$ cat src/design/nfba_pkg.sv
`timescale 1ns / 1ps
`default_nettype none
// ----------------------------------------------------------------------------
// nfba_pkg: shared definitions for the next-fit block allocator
// Field widths, operation codes and parameter defaults used across the block.
// ----------------------------------------------------------------------------
package nfba_pkg;

	// parameter defaults
	localparam int MAX_BLOCKS_DEF = 16;
	localparam int SIZE_WIDTH_DEF = 16;

	// fixed field widths
	localparam int FUNC_W   = 1;
	localparam int INDEX_W  = 4;
	localparam int AMOUNT_W = 16;
	localparam int COUNT_W  = 5;

	// block count after reset
	localparam logic [COUNT_W-1:0] COUNT_RESET = 5'd16;

	// operation codes
	localparam logic [FUNC_W-1:0] FUNC_LOAD  = 1'b0;
	localparam logic [FUNC_W-1:0] FUNC_ALLOC = 1'b1;

endpackage

`default_nettype wire

$ cat src/design/nfba_if.sv
`timescale 1ns / 1ps
`default_nettype none
// ----------------------------------------------------------------------------
// nfba_if: request and response channels of the allocator
// Valid/ready channels; a beat moves on a clock edge with valid and ready high.
// ----------------------------------------------------------------------------
interface nfba_in_if;
	logic                          valid;
	logic                          ready;
	logic [nfba_pkg::FUNC_W-1:0]   func;
	logic [nfba_pkg::INDEX_W-1:0]  block_index;
	logic [nfba_pkg::AMOUNT_W-1:0] amount;

	modport source (output valid, func, block_index, amount, input ready);
	modport sink   (input valid, func, block_index, amount, output ready);
endinterface

interface nfba_out_if;
	logic                          valid;
	logic                          ready;
	logic                          granted;
	logic [nfba_pkg::INDEX_W-1:0]  block_number;
	logic [nfba_pkg::AMOUNT_W-1:0] remaining;

	modport source (output valid, granted, block_number, remaining, input ready);
	modport sink   (input valid, granted, block_number, remaining, output ready);
endinterface

`default_nettype wire

$ cat src/design/nfba_cap_mem.sv
`timescale 1ns / 1ps
`default_nettype none
// ----------------------------------------------------------------------------
// nfba_cap_mem: block capacity table
// One write and one registered read per cycle; per-entry valid bits make an
// entry that was never written read as zero right after reset.
// ----------------------------------------------------------------------------
module nfba_cap_mem #(
	parameter int DEPTH = nfba_pkg::MAX_BLOCKS_DEF,
	parameter int AW    = 4,
	parameter int DW    = nfba_pkg::SIZE_WIDTH_DEF
) (
	input  wire logic          clk,
	input  wire logic          arst_n,
	input  wire logic          we,
	input  wire logic [AW-1:0] waddr,
	input  wire logic [DW-1:0] wdata,
	input  wire logic [AW-1:0] raddr,
	output logic      [DW-1:0] rdata
);

	logic [DW-1:0] mem [DEPTH];
	logic [DEPTH-1:0] valid_q;
	logic [DW-1:0] rdata_q;
	logic          rvalid_q;

	// mark written entries
	always_ff @(posedge clk or negedge arst_n) begin
		if (!arst_n) begin
			valid_q <= '0;
		end else if (we) begin
			valid_q[waddr] <= 1'b1;
		end
	end

	// store capacity
	always_ff @(posedge clk) begin
		if (we) begin
			mem[waddr] <= wdata;
		end
	end

	// register read data with its valid bit
	always_ff @(posedge clk) begin
		rdata_q  <= mem[raddr];
		rvalid_q <= valid_q[raddr];
	end

	assign rdata = rvalid_q ? rdata_q : '0;

endmodule

`default_nettype wire

$ cat src/design/nfba_fit_unit.sv
`timescale 1ns / 1ps
`default_nettype none
// ----------------------------------------------------------------------------
// nfba_fit_unit: shared compare and subtract
// One subtractor gives both the fit test (no borrow) and the capacity left.
// ----------------------------------------------------------------------------
module nfba_fit_unit #(
	parameter int SIZE_WIDTH = nfba_pkg::SIZE_WIDTH_DEF
) (
	input  wire logic [SIZE_WIDTH-1:0]            cap,
	input  wire logic [nfba_pkg::AMOUNT_W-1:0]    req,
	output logic                                  fit,
	output logic      [SIZE_WIDTH-1:0]            diff
);

	localparam int CW = ((SIZE_WIDTH > nfba_pkg::AMOUNT_W) ? SIZE_WIDTH
		: nfba_pkg::AMOUNT_W) + 1;

	logic [CW-1:0] d;

	// borrow out means the request does not fit
	assign d    = CW'(cap) - CW'(req);
	assign fit  = ~d[CW-1];
	assign diff = SIZE_WIDTH'(d);

endmodule

`default_nettype wire

$ cat src/design/next_fit_block_allocator.sv
`timescale 1ns / 1ps
`default_nettype none
// ----------------------------------------------------------------------------
// next_fit_block_allocator: next-fit search over a block capacity table
// Loads set one block's capacity; allocates scan circularly from a roving
// pointer and take the request from the first block that holds it.
// ----------------------------------------------------------------------------
//  channel   dir  handshake      payload
//  in_ch     in   valid/ready    func, block_index, amount
//  out_ch    out  valid/ready    granted, block_number, remaining
//  cfg       in   cfg_we         cfg_wdata (block_count)
//
//  An allocate does one table read and one compare/subtract per block
//  visited, set by the single read port of the capacity table and the
//  shared fit unit.
//  Reset clears the table valid bits, the pointer and the output valid;
//  block_count returns to 16. The result waits in the output register while
//  out_ch stalls; new beats are taken whenever the sequencer is idle.
// ----------------------------------------------------------------------------
module next_fit_block_allocator #(
	parameter int MAX_BLOCKS = nfba_pkg::MAX_BLOCKS_DEF,
	parameter int SIZE_WIDTH = nfba_pkg::SIZE_WIDTH_DEF
) (
	input  wire logic                           clk,
	input  wire logic                           arst_n,
	input  wire logic                           cfg_we,
	input  wire logic [nfba_pkg::COUNT_W-1:0]   cfg_wdata,
	nfba_in_if.sink                             in_ch,
	nfba_out_if.source                          out_ch
);

	localparam int CW = nfba_pkg::COUNT_W;
	localparam int IW = (MAX_BLOCKS > 1) ? $clog2(MAX_BLOCKS) : 1;
	localparam int PW = ((IW > CW) ? IW : CW) + 1;
	localparam int CLAMP = (MAX_BLOCKS > 31) ? 31 : MAX_BLOCKS;

	localparam logic [1:0] ST_IDLE = 2'd0;
	localparam logic [1:0] ST_SCAN = 2'd1;
	localparam logic [1:0] ST_OUT  = 2'd2;

	logic [1:0]    state_q;
	logic [CW-1:0] block_count_q;
	logic [IW-1:0] ptr_q;
	logic [IW-1:0] pos_q;
	logic [CW-1:0] k_q;
	logic [nfba_pkg::AMOUNT_W-1:0] amt_q;
	logic          res_granted_q;
	logic [IW-1:0] res_pos_q;
	logic [SIZE_WIDTH-1:0] res_rem_q;
	logic          out_v_q;
	logic          out_granted_q;
	logic [nfba_pkg::INDEX_W-1:0]  out_block_q;
	logic [nfba_pkg::AMOUNT_W-1:0] out_rem_q;

	logic [CW-1:0] cnt_eff;
	logic [IW-1:0] start_pos;
	logic [IW-1:0] nxt_pos;
	logic          in_fire;
	logic          ld_fire;
	logic          al_fire;
	logic          scan_hit;
	logic          scan_last;
	logic          out_free;
	logic          mem_we;
	logic [IW-1:0] mem_waddr;
	logic [SIZE_WIDTH-1:0] mem_wdata;
	logic [IW-1:0] mem_raddr;
	logic [SIZE_WIDTH-1:0] mem_rdata;
	logic          fit;
	logic [SIZE_WIDTH-1:0] fit_diff;

	// clamp the block count to the table size
	assign cnt_eff = (32'(block_count_q) > MAX_BLOCKS) ? CW'(CLAMP) : block_count_q;

	// search start and circular successor of the current position
	assign start_pos = (PW'(ptr_q) >= PW'(cnt_eff)) ? '0 : ptr_q;
	assign nxt_pos   = ((PW'(pos_q) + PW'(1)) < PW'(cnt_eff)) ? pos_q + IW'(1) : '0;

	// handshake decode
	assign in_ch.ready = (state_q == ST_IDLE);
	assign in_fire     = in_ch.valid && in_ch.ready;
	assign ld_fire     = in_fire && (in_ch.func == nfba_pkg::FUNC_LOAD)
		&& (32'(in_ch.block_index) < MAX_BLOCKS);
	assign al_fire     = in_fire && (in_ch.func == nfba_pkg::FUNC_ALLOC);
	assign scan_hit    = (state_q == ST_SCAN) && fit;
	assign scan_last   = (k_q == cnt_eff - CW'(1));
	assign out_free    = !out_v_q || out_ch.ready;

	// table ports: loads in idle, hit write-back during the scan
	assign mem_raddr = (state_q == ST_IDLE) ? start_pos : nxt_pos;
	assign mem_we    = ld_fire || scan_hit;
	assign mem_waddr = ld_fire ? IW'(in_ch.block_index) : pos_q;
	assign mem_wdata = ld_fire ? SIZE_WIDTH'(in_ch.amount) : fit_diff;

	nfba_cap_mem #(
		.DEPTH (MAX_BLOCKS),
		.AW    (IW),
		.DW    (SIZE_WIDTH)
	) u_mem (
		.clk   (clk),
		.arst_n(arst_n),
		.we    (mem_we),
		.waddr (mem_waddr),
		.wdata (mem_wdata),
		.raddr (mem_raddr),
		.rdata (mem_rdata)
	);

	nfba_fit_unit #(
		.SIZE_WIDTH(SIZE_WIDTH)
	) u_fit (
		.cap (mem_rdata),
		.req (amt_q),
		.fit (fit),
		.diff(fit_diff)
	);

	// sequencer, pointer, config and output valid
	always_ff @(posedge clk or negedge arst_n) begin
		if (!arst_n) begin
			state_q       <= ST_IDLE;
			block_count_q <= nfba_pkg::COUNT_RESET;
			ptr_q         <= '0;
			out_v_q       <= 1'b0;
		end else begin
			if (cfg_we) begin
				block_count_q <= cfg_wdata;
			end
			// raise the result beat from the result state, drop it once taken
			if (state_q == ST_OUT && out_free) begin
				out_v_q <= 1'b1;
			end else if (out_ch.ready) begin
				out_v_q <= 1'b0;
			end
			unique case (state_q)
				ST_IDLE: begin
					if (al_fire) begin
						state_q <= (cnt_eff == '0) ? ST_OUT : ST_SCAN;
					end
				end
				ST_SCAN: begin
					if (fit) begin
						ptr_q   <= nxt_pos;
						state_q <= ST_OUT;
					end else if (scan_last) begin
						state_q <= ST_OUT;
					end
				end
				ST_OUT: begin
					if (out_free) begin
						state_q <= ST_IDLE;
					end
				end
				default: begin
					state_q <= ST_IDLE;
				end
			endcase
		end
	end

	// scan position, request and result payload
	always_ff @(posedge clk) begin
		if (state_q == ST_IDLE && al_fire) begin
			pos_q         <= start_pos;
			k_q           <= '0;
			amt_q         <= in_ch.amount;
			res_granted_q <= 1'b0;
			res_pos_q     <= '0;
			res_rem_q     <= '0;
		end
		if (state_q == ST_SCAN) begin
			if (fit) begin
				res_granted_q <= 1'b1;
				res_pos_q     <= pos_q;
				res_rem_q     <= fit_diff;
			end else begin
				pos_q <= nxt_pos;
				k_q   <= k_q + CW'(1);
			end
		end
		if (state_q == ST_OUT && out_free) begin
			out_granted_q <= res_granted_q;
			out_block_q   <= nfba_pkg::INDEX_W'(res_pos_q);
			out_rem_q     <= nfba_pkg::AMOUNT_W'(res_rem_q);
		end
	end

	assign out_ch.valid        = out_v_q;
	assign out_ch.granted      = out_granted_q;
	assign out_ch.block_number = out_block_q;
	assign out_ch.remaining    = out_rem_q;

	// scan never visits more blocks than are in use
	a_scan_bound: assert property (@(posedge clk) disable iff (!arst_n)
		(state_q == ST_SCAN) |-> (k_q < cnt_eff))
		else $error("scan ran past the block count");

	// an allocate with a block count of zero goes straight to the result
	a_empty_miss: assert property (@(posedge clk) disable iff (!arst_n)
		(al_fire && cnt_eff == '0) |=> (state_q == ST_OUT))
		else $error("allocate with no blocks did not miss at once");

	// pointer moves only on a hit
	a_ptr_hold: assert property (@(posedge clk) disable iff (!arst_n)
		!scan_hit |=> $stable(ptr_q))
		else $error("pointer moved without a hit");

	// a result beat appears only out of the result state
	a_out_src: assert property (@(posedge clk) disable iff (!arst_n)
		$rose(out_v_q) |-> ($past(state_q) == ST_OUT))
		else $error("result raised outside the result state");

endmodule

`default_nettype wire
$ cat src/flat_wrapper.sv
// flat-port wrapper written by rule: the top's interface ports become plain ports
module next_fit_block_allocator_flat 
#(
	parameter int MAX_BLOCKS = nfba_pkg::MAX_BLOCKS_DEF,
	parameter int SIZE_WIDTH = nfba_pkg::SIZE_WIDTH_DEF
)
  (clk, arst_n, cfg_we, cfg_wdata, in_ch_valid, in_ch_func, in_ch_block_index, in_ch_amount, in_ch_ready, out_ch_valid, out_ch_granted, out_ch_block_number, out_ch_remaining, out_ch_ready);
  nfba_in_if in_ch_i ();
  nfba_out_if out_ch_i ();
  input  wire logic clk;
  input  wire logic arst_n;
  input  wire logic cfg_we;
  input  wire logic [nfba_pkg::COUNT_W-1:0] cfg_wdata;
  input wire logic [$bits(in_ch_i.valid)-1:0] in_ch_valid;
  input wire logic [$bits(in_ch_i.func)-1:0] in_ch_func;
  input wire logic [$bits(in_ch_i.block_index)-1:0] in_ch_block_index;
  input wire logic [$bits(in_ch_i.amount)-1:0] in_ch_amount;
  output wire logic [$bits(in_ch_i.ready)-1:0] in_ch_ready;
  output wire logic [$bits(out_ch_i.valid)-1:0] out_ch_valid;
  output wire logic [$bits(out_ch_i.granted)-1:0] out_ch_granted;
  output wire logic [$bits(out_ch_i.block_number)-1:0] out_ch_block_number;
  output wire logic [$bits(out_ch_i.remaining)-1:0] out_ch_remaining;
  input wire logic [$bits(out_ch_i.ready)-1:0] out_ch_ready;
  assign in_ch_i.valid = in_ch_valid;
  assign in_ch_i.func = in_ch_func;
  assign in_ch_i.block_index = in_ch_block_index;
  assign in_ch_i.amount = in_ch_amount;
  assign in_ch_ready = in_ch_i.ready;
  assign out_ch_valid = out_ch_i.valid;
  assign out_ch_granted = out_ch_i.granted;
  assign out_ch_block_number = out_ch_i.block_number;
  assign out_ch_remaining = out_ch_i.remaining;
  assign out_ch_i.ready = out_ch_ready;
  next_fit_block_allocator #(.MAX_BLOCKS(MAX_BLOCKS), .SIZE_WIDTH(SIZE_WIDTH)) u_core (.clk(clk), .arst_n(arst_n), .cfg_we(cfg_we), .cfg_wdata(cfg_wdata), .in_ch(in_ch_i), .out_ch(out_ch_i));
endmodule
$ cat config.mk
export PLATFORM = sky130hd
export DESIGN_NAME = next_fit_block_allocator_flat
export DESIGN_NICKNAME = d
export VERILOG_FILES = /design/src/design/nfba_pkg.sv /design/src/design/nfba_if.sv /design/src/design/nfba_cap_mem.sv /design/src/design/nfba_fit_unit.sv /design/src/design/next_fit_block_allocator.sv /design/src/flat_wrapper.sv
export SDC_FILE = /design/constraint.sdc
export NUM_CORES = 1
export LEC_CHECK = 0
export BUFFER_PORTS_ARGS = -buffer_cell sky130_fd_sc_hd__buf_4
export CAP_MARGIN = 10
export CORE_UTILIZATION = 40
export DETAILED_ROUTE_END_ITERATION = 10
export PLACE_DENSITY_LB_ADDON = 0.2
export SETUP_SLACK_MARGIN = 0.02
export SYNTH_ARGS = -nofsm -noshare
export SYNTH_HDL_FRONTEND = slang
export SYNTH_SLANG_ARGS = --single-unit
$ cat constraint.sdc
create_clock -name clk -period 4.7 [get_ports clk]
set_input_delay 0.94 -clock clk [delete_from_list [all_inputs] [get_ports clk]]
set_output_delay 0.94 -clock clk [all_outputs]
set_load 0.01 [all_outputs]
Word-level counts from Yosys, hierarchy flattened
Memory sizes are Yosys's and may differ from the RTL's. A register that Yosys moved wholly into a read port is not among the register bits.
Cells that the tools add are included.
- register bits: 96
- bits in writable memories: 256
- bits of input ports: 31
- output and inout port bits: 23
- word-level logic and storage cells: 87
- memories: 1
- memory list (memory ; depth ; bits a word ; rd ports ; clocked after Yosys merged registers in ; write ports ; RTL line ; RTL):
    u_core.u_mem.mem ; 16 ; 16 ; 1 ; 1 ; 1 ; nfba_cap_mem.sv:22 ; logic [DW-1:0] mem [DEPTH];
- $add $sub $neg: 5
- $lt $le $gt $ge: 6
- equal/unequal tests: 6
- multiplexer cells: 36
- bitwise logic cells: 3
- reduce and logical (&&, ||, !) cells: 15
- operators by type and width (operator ; number):
    $mux 16 ; 5
    $mux 4 ; 10
    $mux 5 ; 4
    $sub 16x16->17 ; 1
    $or 16x16->16 ; 1
    $lt 4x5->1 const B ; 2
    $mux 2 ; 5
    $mux 1 ; 9
    $logic_and 1x1->1 ; 7
    $lt 6x5->1 ; 1
    $pmux 2 s3 ; 1
    $add 4x1->5 const B ; 1
    $add 5x1->5 const B ; 1
    $eq 5x5->1 ; 1
    $ge 4x5->1 ; 1
    $gt 5x5->1 const B ; 1
    $logic_not 5->1 ; 1
    $sub 5x1->5 const B ; 1
    $add 4x1->4 const B ; 1
    $bmux 1 s4 ; 1
    $demux 1 s4 ; 1
    $ge 4x1->1 const B ; 1
    $ne 3x2->1 const B ; 1
    $reduce_and 3->1 ; 1
    10 further kinds ; 12

Longest topological paths before layout
Gate-level depths: netlist of the first run.
- word-level depth: 9
- depth in mapped cells: 13
- gate-level depth less buffers: 10

Cells and area by module
A second synthesis of the first run with hierarchy kept.
- cells, all modules: 923
- area, all modules: 15179.6 um^2
- by module, submodules not included (module ; instances ; cells each ; area an instance (um^2) ; seq. area each (um^2)):
    nfba_cap_mem ; 1 ; 491 ; 10791.6 ; 8428.1
    next_fit_block_allocator ; 1 ; 299 ; 3440.8 ; 2013.2
    nfba_fit_unit ; 1 ; 133 ; 947.2 ; 0.0

Least setup slack after synthesis of the first run
No wires, ideal clock.
- kind: reg2reg
- start point: reg u_core.u_mem.rvalid_q
- end point: mem u_core.u_mem.mem[11][0] in the netlist's numbering (enable)
- library setup time: 0.389 ns
- arrival time: 3.340 ns
- path slack: 0.972 ns
- cell stages (with the launch flop): 12
- buffers on the path: 1
- clock period less this slack: 3.728 ns
- cells stage by stage: dfxtp_1 -> clkbuf_1 -> nand2_1 -> ha_1 -> fa_1 -> nor2b_1 -> o31a_1 -> o311ai_1 -> a31oi_1 -> o21bai_1 -> o32a_1 -> nor2_1
- longest elaborated chain between the ends: 7
- RTL lines (element ; RTL line ; RTL):
    start: declaration ; nfba_cap_mem.sv:25 ; logic rvalid_q;
    start signal: assignment ; nfba_cap_mem.sv:46 ; rvalid_q <= valid_q[raddr];
    $mux 16 ; nfba_cap_mem.sv:49 ; assign rdata = rvalid_q ? rdata_q : '0;
    $sub 16x16->17 ; nfba_fit_unit.sv:22 ; assign d = CW'(cap) - CW'(req);
    $not 1->1 (no source line) ; -- ;
    $logic_and 1x1->1 ; next_fit_block_allocator.sv:85 ; assign scan_hit = (state_q == ST_SCAN) && fit;
    $logic_or 1x1->1 ; next_fit_block_allocator.sv:91 ; assign mem_we = ld_fire || scan_hit;
    $mux 1 ; nfba_cap_mem.sv:38 ; if (we) begin
    $mux 1 (not written as such) ; nfba_cap_mem.sv:39 ; mem[waddr] <= wdata;
    end: declaration ; nfba_cap_mem.sv:22 ;
No other way between the ends.

Worst setup path in the final report of the first run
- start point: reg u_core.u_mem.rvalid_q
- end point: mem u_core.u_mem.mem[9][13] in the netlist's numbering (enable)
Same word-level chain as after synthesis.

==> summary.md, run 1 <==
| Metric | Value |
|---|---|
| Port Buffer Count | 53 |
| CTS Buf Count | 39 |
| Leakage power | 6.47 nW |
| Global-route wire length before repair | 61.3 mm |
| Overall die width | 199 um |
| Post_cts resized | 0 |
| Final core occ | 0.479 |
| Post-synth cell types | 64 |
| Hold Crit Class | in2async |
| Status | finished clean |
| Total GRT Usage | 0.210 |
| Clock Pin Slew Worst Setup and Hold Paths | 60 ps |
| Remaining Overflow, GRT | 0 |
| Peak VDD IR | 0.444 mV |
| Largest net degree at the start of global routing | 69 |
| YS warnings | 0 |
| P_sw | 5.92 mW |
| Final Setup Violations | 0 |
| CTS root buffer | clkbuf_16 |
| Final hold viol count | 0 |
| Most used DFF post-synth | edfxtp_1 |
| Clk_lat worst skew | 540 ps |
| Fmax | 0.248 GHz |
| Fin nets | 1314 |
| RSZ-0062 raised after global routing | no |
| Seq/Total Area, Yosys | 0.671 |
| Post-route minimum period | 4030 ps |
| DRT Pass-1 Iters | 5 |
| Async S/R FF share, synth | 0.0761 |
| P per Cell Area | 798 mW/mm^2 |
| Final Cycle Share | 0.858 |
| Initial antenna violation count | 0 |
| Die H | 199 um |
| CTS tree | done |
| Sequential share of power | 0.337 |
| WS Path Type | reg2reg |
| IO Pins | 54 |
| DRC viols | 0 |
| H-Tree Depth | 2 |
| Gate Count Post-Synth | 1177 |
| Top-count cell post-synth | edfxtp_1 |
| N_diodes | 0 |
| CP startpoint kind | flip-flop |
| Clock sink count | 368 |
| Avg WL per Cell | 22.6 um |
| CP Max Fanout | 16 |
| Cts hold-fix bufs | 0 |
| Hpwl dp | 27.3 mm |
| Core box area | 0.0379 sq mm |
| Number of global-route vias before repair | 9704 |
| Post-synth top area share | 0.566 |
| EDFF count, synth | 293 |
| Final ANT Viol Nets | 0 |
| Max transition margin | 0.273 |
| Least-Margin Pin Slew | 1090 ps |
| Cell Int Power | 8.58 mW |
| Setup_tns | 0 ps |
| Critical path arrival | 4260 ps |
| DRT Wirelength | 40.6 mm |
| Syn Area/Cell | 13.2 sq um |
| Rows | 71 |
| Fin. max-slew vios | 0 |
| Setup ws final | 670 ps |
| Required time of the critical path | 4930 ps |
| Synth top cells by count | edfxtp_1 (293), nand3_1 (161), o21ai_0 (111) |
| Pre-CTS setup slack | 648 ps |
| Fillers | 3342 |
| Flop-to-flop setup slack | 670 ps |
| #FFs+latches synth | 368 |
| Synth area leader | edfxtp_1 |
| Starting Density | 0.410 |
| GPL Wtd Cong | 0.866 |
| Via count | 9903 |
| Die area | 0.0397 sq mm |
| DRT iter0 DRCs | 740 |
| Setup Buffers After CTS | 0 |
| Main area contributors after synthesis | edfxtp_1 (57%), dfxtp_1 (6.0%), nand3_1 (5.2%) |
| Via/cell ratio | 5.51 |
| Logic pwr share | 0.450 |
| CP Capture Type | flip-flop |
| Clock group share of total power | 0.214 |
| Setup Skew | 30.0 ps |
| Share of layout cells above drive strength 1 | 0.201 |
| Clock buffer depth | 3 |
| Mapped Area | 0.0156 sq mm |
| Syn nets | 1235 |
| Area Overhead vs Synth | 16.8% |
| Max-Cap Viols | 0 |
| Net Sw Frac | 0.408 |
-- metal layers --
metal | vias up | share of wire | track usage
met5 | - | 0 | 0
met4 | 0 | 0.021 | 0.0567
met3 | 51 | 0.055 | 0.0327
met2 | 264 | 0.46 | 0.330
met1 | 4919 | 0.46 | 0.302
li1 | 4669 | - | -
-- sequential cells by signal (all words and copies together), names as in the netlist --
| signal | count |
|---|---|
| u_core.out_ch.granted | 1 |
| u_core.u_mem.rvalid_q | 1 |
| u_core.out_ch.valid | 1 |
| u_core.out_ch.block_number | 4 |
| u_core.pos_q | 4 |
| u_core.k_q | 5 |
| u_core.state_q | 2 |
| u_core.res_rem_q | 16 |
| u_core.block_count_q | 5 |
| u_core.out_ch.remaining | 16 |
| u_core.amt_q | 16 |
| u_core.u_mem.valid_q | 16 |
| u_core.ptr_q | 4 |
| u_core.u_mem.rdata_q | 16 |
| u_core.res_pos_q | 4 |
| u_core.u_mem.mem | 256 |
| u_core.res_granted_q | 1 |
-- cells in the final DEF, fill, tap and decap left out, drive strengths merged, types with 5 or more instances in the layout --
cell	count
edfxtp	293
nand3	161
o21ai	118
buf	107
mux2	74
o211ai	70
clkbuf	52
nand2	49
dfxtp	47
nor2	38
inv	33
dfrtp	27
ha	26
nand4	19
o21bai	19
and2	15
a21oi	15
clkinv	12
xor2	11
nor3	10
xnor2	9
a21o	9
mux2i	7
a31oi	7
nand2b	6
o31a	5
a211oi	5
-- worst max-delay path, cell delays in order (launching register included) --
cell and delay [ps]:
dfxtp_1 540, nand2_1 100, ha_1 220, fa_1 400
nor2b_1 170, o31a_1 220, o311ai_1 170, a31oi_1 550
o21bai_4 170, o32a_1 490, nor2_2 410, buf_4 260
-- power groups by stage --
stage / sequential [mW] / clock (mW) / combinational (mW)
after floorplan: 4.90 / 0 / 3.78
after global placement: 4.94 / 0 / 6.48
after detailed placement: 4.94 / 0 / 6.53
after CTS: 4.88 / 3.16 / 6.54
after global routing: 4.92 / 3.27 / 7.07
final: 4.88 / 3.10 / 6.52
-- cells by family after synthesis --
kind of cell | Yosys count | share of synthesized area
mux | 81 | 0.0581
compound gates | 268 | 0.111
buf+inv | 99 | 0.0265
fa+ha+maj | 27 | 0.0222
simple gates | 314 | 0.100
xor+xnor | 20 | 0.0113
flops | 368 | 0.671
-- metrics by stage --
stage / area [sq um] / hold WS (ps) / total power [mW] / cells
after floorplan: 15600 / 408 / 8.68 / 1177
after global placement: 16900 / 412 / 11.4 / 1726
after detailed placement: 16900 / 415 / 11.5 / 1726
after CTS: 18200 / 325 / 14.6 / 1797
after global routing: 18200 / 359 / 15.3 / 1797
final: 18200 / 337 / 14.5 / 1797
-- cell type report --
| class | count | area, sq um | area share |
|---|---|---|---|
| Timing Repair Buffer | 107 | 866 | 0.0476 |
| Clock buffer | 52 | 1110 | 0.0610 |
| Tap cell | 511 | 639 | 0.0352 |
| Multi-Input combinational cell | 710 | 4820 | 0.265 |
| Sequential cell | 368 | 10400 | 0.574 |
| Clock inverter | 19 | 193 | 0.0106 |
| Inverter | 30 | 113 | 0.00619 |
-- final timing paths --
| path | to | start | cells past startpoint |
|---|---|---|---|
| setup / recovery | u_core.u_mem.mem[9][13] | u_core.u_mem.rvalid_q | 11 |
| hold / removal | u_core.u_mem.valid_q[3] | arst_n | 1 |
| setup reg to reg | u_core.u_mem.mem[9][13] | u_core.u_mem.rvalid_q | 11 |
| hold reg to reg | u_core.out_ch.remaining[14] | u_core.res_rem_q[14] | 0 |
| max in group asynchronous | u_core.block_count_q[4] | arst_n | 1 |
| min in group clk | u_core.out_ch.remaining[14] | u_core.res_rem_q[14] | 0 |
(Power assumes the default switching activity.)
==> run 2: changes to the inputs <==
--- a/config.mk
+++ b/config.mk
@@ -5,7 +5,8 @@
 export SDC_FILE = /design/constraint.sdc
 export NUM_CORES = 1
 export LEC_CHECK = 0
-export BUFFER_PORTS_ARGS = -buffer_cell sky130_fd_sc_hd__buf_4
+export ABC_AREA = 1
+export BUFFER_PORTS_ARGS = -buffer_cell sky130_fd_sc_hd__clkbuf_2
 export CAP_MARGIN = 10
 export CORE_UTILIZATION = 40
 export DETAILED_ROUTE_END_ITERATION = 10
==> run 2 against run 1 <==
Net effect: clock skew decreased by 15 ps; clock-buffer cell count did not move; non-clock buffer count down 20; setup slack better by 100 ps; cell count increased by 24%; sequential share of layout area shrank 2.7 points; fmax is 2.6% higher; synthesized cell count up 39%; via count grew 22%; critical endpoint is now u_core.u_mem.mem[14][12].
==> summary.md, run 2 <==
| Metric | Value |
|---|---|
| H-Tree Depth | 2 (unchanged) |
| Setup_tns | 0 ps (unchanged) |
| Setup Skew | 15.1 ps (-15.0 ps) |
| Die H | 207 um (+4.1%) |
| Final ANT Viol Nets | 0 (unchanged) |
| Required time of the critical path | 4870 ps (-60 ps) |
| CTS root buffer | clkbuf_16 |
| CTS tree | done |
| Main area contributors after synthesis | edfxtp_1 (52%), nand3_1 (12%), nand3b_1 (5.7%) |
| Fmax | 0.255 GHz (+2.6%) |
| Avg WL per Cell | 21.2 um (-6.3%) |
| N_diodes | 0 (unchanged) |
| Post-synth cell types | 39 (-39%) |
| Top-count cell post-synth | nand3_1 |
| Seq/Total Area, Yosys | 0.618 (-0.0528) |
| Global-route wire length before repair | 71.7 mm (+17%) |
| Max-Cap Viols | 0 (unchanged) |
| Clock sink count | 368 (unchanged) |
| Largest net degree at the start of global routing | 69 (unchanged) |
| Final hold viol count | 0 (unchanged) |
| Most used DFF post-synth | edfxtp_1 |
| Port Buffer Count | 53 (unchanged) |
| Max FFs per register | 256 (unchanged) |
| Overall die width | 207 um (+4.1%) |
| YS warnings | 0 (unchanged) |
| DRT iter0 DRCs | 1239 (+67%) |
| CTS Buf Count | 41 (+5.1%) |
| Initial antenna violation count | 0 (unchanged) |
| #FFs+latches synth | 368 (unchanged) |
| Area Overhead vs Synth | 13.0% |
| Via/cell ratio | 5.40 (-2.0%) |
| DRT Pass-1 Iters | 5 (unchanged) |
| Setup Buffers After CTS | 0 (unchanged) |
| Clock Pin Slew Worst Setup and Hold Paths | 60 ps (about the same) |
| Largest reg by FF count | u_core.u_mem.mem |
| Mapped Area | 0.0169 sq mm (+8.5%) |
| Number of global-route vias before repair | 11.7k (+21%) |
| Post-route minimum period | 3930 ps (-102 ps) |
| EDFF count, synth | 293 (unchanged) |
| Fillers | 3827 (+15%) |
| RSZ-0062 raised after global routing | no |
| Hpwl dp | 31.0 mm (+14%) |
| Post-synth top area share | 0.521 (-0.0445) |
| Gate Count Post-Synth | 1633 (+39%) |
| IO Pins | 54 (unchanged) |
| Core box area | 0.0412 sq mm (+8.6%) |
| Rows | 74 (+4.2%) |
| Final Cycle Share | 0.836 (-0.0218) |
| Least-Margin Pin Slew | 1130 ps (+36.2 ps) |
| Status | finished clean |
| Via count | 12.1k (+22%) |
| CP Capture Type | flip-flop |
| Fin nets | 1727 (+31%) |
| Async S/R FF share, synth | 0.0761 (unchanged) |
| Flop-to-flop setup slack | 770 ps (+100 ps) |
| Synth top cells by count | nand3_1 (394), edfxtp_1 (293), nand2_1 (246) |
| Area of the multi-input gates | 0.00517 sq mm (+7.4%) |
| Total GRT Usage | 0.221 (+0.0109) |
| Die area | 0.0430 sq mm (+8.5%) |
| Cts hold-fix bufs | 0 (unchanged) |
| Commonest non-fill, non-tap cell in the layout | nand3_1 |
| Max transition margin | 0.246 (-0.0264) |
| Commonest non-fill, non-tap cells in the layout | nand3_1 (394), edfxtp_1 (293), nand2_1 (243), inv_1 (206), nand3b_1 (129) |
| Clk_lat worst skew | 550 ps (about the same) |
| Share of layout cells above drive strength 1 | 0.106 (-0.0943) |
| Critical path arrival | 4100 ps (-160 ps) |
| Hold Crit Class | reg2reg |
| Fin. max-slew vios | 0 (unchanged) |
| WS Path Type | reg2reg |
| Syn Area/Cell | 10.3 sq um (-22%) |
| Syn nets | 1691 (+37%) |
| DRC viols | 0 (unchanged) |
| Remaining Overflow, GRT | 0 (unchanged) |
| CP Max Fanout | 16 (unchanged) |
| GPL Wtd Cong | 0.922 (+6.5%) |
| DRT Wirelength | 47.3 mm (+16%) |
| Starting Density | 0.410 (about the same) |
| CP startpoint kind | flip-flop |
| Seq. cell area | 0.0104 sq mm (unchanged) |
| Post_cts resized | 0 (unchanged) |
| Final Setup Violations | 0 (unchanged) |
| Synth area leader | edfxtp_1 |
| Clock buffer depth | 3 (unchanged) |
==> run 2: path summary, 6_finish.rpt <==
| path | cells after the start | start | end |
|---|---|---|---|
| min reg2reg | 0 | u_core.res_granted_q | u_core.out_ch.granted |
| max in group asynchronous | 1 | arst_n | u_core.u_mem.valid_q[15] |
| min in group asynchronous | 1 | arst_n | u_core.state_q[1] |
| min | 0 | u_core.res_granted_q | u_core.out_ch.granted |
| max | 14 | u_core.u_mem.rvalid_q | u_core.u_mem.mem[14][12] |
| max reg2reg | 14 | u_core.u_mem.rvalid_q | u_core.u_mem.mem[14][12] |
==> run 2: cell families (layout without fill, tap and decap cells) <==
family,count (synthesis),count (layout),synth area share
flip-flops,368,368,0.618
XOR/XNOR,24,24,0.0124
AND/OR/NAND/NOR,827,827,0.246
multiplexers,1,1,0.000667
buffers and inverters,308,377,0.0770
adder cells (fa/ha/maj),27,27,0.0204
AO/OA/AOI/OAI,78,78,0.0253
==> run 2: final cells by class <==
class                           count  share of cell area
Tap cell                          532              0.0349
Multi-Input combinational cell    957               0.271
Inverter                          214              0.0421
Sequential cell                   368               0.547
Timing Repair Buffer               87              0.0319
Clock inverter                     24              0.0134
Clock buffer                       52              0.0592
==> run 2: worst max-delay path: stages, from the launching register on <==
cell and delay [ps]:
dfxtp_1 580, nand2_1 120, ha_1 230, fa_1 410, inv_1 70, nand3_1 60
nand2_1 120, a21oi_1 120, o21ai_1 230, nand3_1 130, nand2_1 80, nand2_1 60
nand2_1 610, nand2_1 170, inv_1 550
==> run 2: stage by stage <==
| stage | cells | hold WS, ps | setup WS (ps) | util | area [sq um] |
|---|---|---|---|---|---|
| global placement | 2158 | 416 | 859 | 0.429 | 17700 |
| detailed placement | 2158 | 414 | 826 | 0.429 | 17700 |
| CTS | 2234 | 428 | 802 | 0.463 | 19100 |
| floorplan | 1633 | 409 | 1370 | - | 16900 |
| finish | 2234 | 429 | 772 | 0.463 | 19100 |
| global route | 2234 | 437 | 496 | 0.463 | 19100 |
==> run 2: metal layers <==
layer	vias up	track usage	share of wire
met2	490	0.344	0.45
met1	5797	0.308	0.44
met5	-	0	0
met3	105	0.0372	0.078
li1	5674	-	-
met4	0	0.0872	0.039
Power of run 2 is left out: the tool's default activity adds up to more than one toggle a clock period on the data nets, which glitch-free logic cannot reach.
==> run 3: changes to the inputs <==
==> constraint.sdc (replaced) <==
create_clock -name clk -period 3.2 [get_ports clk]
set_input_delay 0.64 -clock clk [delete_from_list [all_inputs] [get_ports clk]]
set_output_delay 0.64 -clock clk [all_outputs]
set_load 0.01 [all_outputs]
==> run 3 against run 2 <==
Net effect: critical endpoint is now u_core.u_mem.rdata_q[6]; critical path depth stayed put; cell count is 1.7% higher; critical path type unchanged; die area stayed put; fmax is 34% higher.
==> summary.md, run 3 (synthesized netlist as in run 2, its figures left out) <==
| Metric | Value |
|---|---|
| Remaining Overflow, GRT | 0 (unchanged) |
| Required time of the critical path | 3620 ps (-1250 ps) |
| Leakage power | 8.09 nW |
| Via count | 12.0k (-0.94%) |
| CTS root buffer | clkbuf_16 |
| Max-Cap Viols | 0 (unchanged) |
| Largest net degree at the start of global routing | 73 (+5.8%) |
| Critical path arrival | 3360 ps (-740 ps) |
| Final Setup Violations | 0 (unchanged) |
| Clk_lat worst skew | 550 ps (about the same) |
| Die area | 0.0430 sq mm (unchanged) |
| Fillers | 3768 (-1.5%) |
| Setup_tns | 0 ps (unchanged) |
| DRC viols | 0 (unchanged) |
| Total GRT Usage | 0.207 (-0.0138) |
| IO Pins | 54 (unchanged) |
| CP startpoint kind | flip-flop |
| Dpl cells | 2186 (+1.3%) |
| N_diodes | 0 (unchanged) |
| Largest reg by FF count | u_core.u_mem.mem |
| Status | finished clean |
| Number of global-route vias before repair | 11.9k (+1.5%) |
| Post-route minimum period | 2930 ps (-994 ps) |
| Max transition margin | 0.406 (+0.159) |
| Max FFs per register | 256 (unchanged) |
| Hpwl dp | 28.7 mm (-7.5%) |
| Hold Crit Class | in2async |
| CTS Buf Count | 41 (unchanged) |
| Fin. max-slew vios | 0 (unchanged) |
| DRT Pass-1 Iters | 5 (unchanged) |
| Share of layout cells above drive strength 1 | 0.132 (+0.0252) |
| Final hold viol count | 0 (unchanged) |
| Area of the multi-input gates | 0.00517 sq mm (unchanged) |
| RSZ-0062 raised after global routing | no |
| Final Cycle Share | 0.917 (+0.0810) |
| Overall die width | 207 um (unchanged) |
| Seq. cell area | 0.0104 sq mm (unchanged) |
| Tightest hold margin | 213 ps (-216 ps) |
| Final ANT Viol Nets | 0 (unchanged) |
| Clock sink count | 368 (unchanged) |
| Commonest non-fill, non-tap cell in the layout | nand3_1 |
| WS Path Type | reg2reg |
| Layout Cells excl Fill | 2273 (+1.7%) |
| Fin nets | 1766 (+2.3%) |
| H-Tree Depth | 2 (unchanged) |
| Clock buffer depth | 3 (unchanged) |
| CP Max Fanout | 42 (+26) |
| Via/cell ratio | 5.26 (-2.6%) |
| DRT Wirelength | 44.2 mm (-6.5%) |
| Peak VDD IR | 0.756 mV |
| Rows | 74 (unchanged) |
| Avg WL per Cell | 19.5 um (-8.1%) |
| CP Capture Type | flip-flop |
| CTS tree | done |
| Port Buffer Count | 53 (unchanged) |
| Core box area | 0.0412 sq mm (unchanged) |
| Setup Skew | 18.9 ps (+3.85 ps) |
| Clock Pin Slew Worst Setup and Hold Paths | 60 ps (about the same) |
| Initial antenna violation count | 0 (unchanged) |
| Global-route wire length before repair | 68.6 mm (-4.2%) |
| Commonest non-fill, non-tap cells in the layout | nand3_1 (394), edfxtp_1 (293), nand2_1 (243), inv_1 (196), nand3b_1 (129) |
| DRT iter0 DRCs | 877 (-29%) |
| Area Overhead vs Synth | 16.1% |
| Least-Margin Pin Slew | 892 ps (-236 ps) |
| Die H | 207 um (unchanged) |
| P per Cell Area | 1210 mW/mm^2 |
| Fmax | 0.341 GHz (+34%) |
| GPL Wtd Cong | 0.857 (-7.0%) |
| Starting Density | 0.410 (unchanged) |
==> run 3: area by class of cell <==
cell class | count | share of cell area
clock inverters | 17 | 0.00842
clock buffers | 59 | 0.0605
flip-flops and latches | 368 | 0.532
multi-input cells | 957 | 0.264
repair buffers | 126 | 0.0577
well taps | 532 | 0.0339
inverters | 214 | 0.0431
==> run 3: worst paths after layout <==
check                                   startpoint                    endpoint  slack [ps]  cells past startpoint
setup / recovery           u_core.block_count_q[4]     u_core.u_mem.rdata_q[6]         270                     14
hold / removal                              arst_n     u_core.block_count_q[2]         210                      1
setup reg to reg           u_core.block_count_q[4]     u_core.u_mem.rdata_q[6]         270                     14
hold reg to reg                u_core.res_rem_q[3]  u_core.out_ch.remaining[3]         430                      0
max in group asynchronous                   arst_n     u_core.u_mem.valid_q[3]        2430                      1
min in group clk                  in_ch_amount[12]            u_core.amt_q[12]         290                      1
==> run 3: through the flow <==
stage                     instance area [sq um]  power [mW]   util  setup slack [ps]
final                                     19600        23.8  0.476               266
after global routing                      19600        25.4  0.476              28.4
after CTS                                 19400        23.9  0.470              35.2
after detailed placement                  18000        19.1  0.437              59.5
after global placement                    18000        19.1  0.437               156
after floorplan                           16900        14.6      -              98.1
==> run 3: what timing repair did <==
action / 4_1_cts / 5_1_grt
hold buffers: 0 / 0
setup buffers: 0 / 11
resized for setup: 0 / 7
setup endpoints to repair: 0 / 245
==> run 3: report_power, final <==
group | internal (mW) | total, mW | switching, mW
logic | 3.54 | 11.7 | 8.18
clock network | 2.83 | 4.73 | 1.90
registers | 7.10 | 7.36 | 0.266
total | 13.5 | 23.8 | 10.3
==> run 3: critical path, stage by stage (launching register included) <==
cell and delay, ps:
dfstp_2 570, inv_2 80, nand2_1 130, ha_1 250, nand2_1 80, inv_1 50, a21oi_2 240, nand3_1 160
nand2_1 100, nand2_2 270, buf_12 300, nand3_1 120, nand3_1 90, nand3_1 200, nand2_1 120
==> run 3: layer usage <==
layer | track usage | vias to the layer above | wire length [um]
met1 | 0.284 | 5783 | 20000
met4 | 0.0615 | 0 | 987
met3 | 0.0418 | 65 | 2770
li1 | - | 5755 | -
met2 | 0.332 | 350 | 20500
met5 | 0 | - | 0
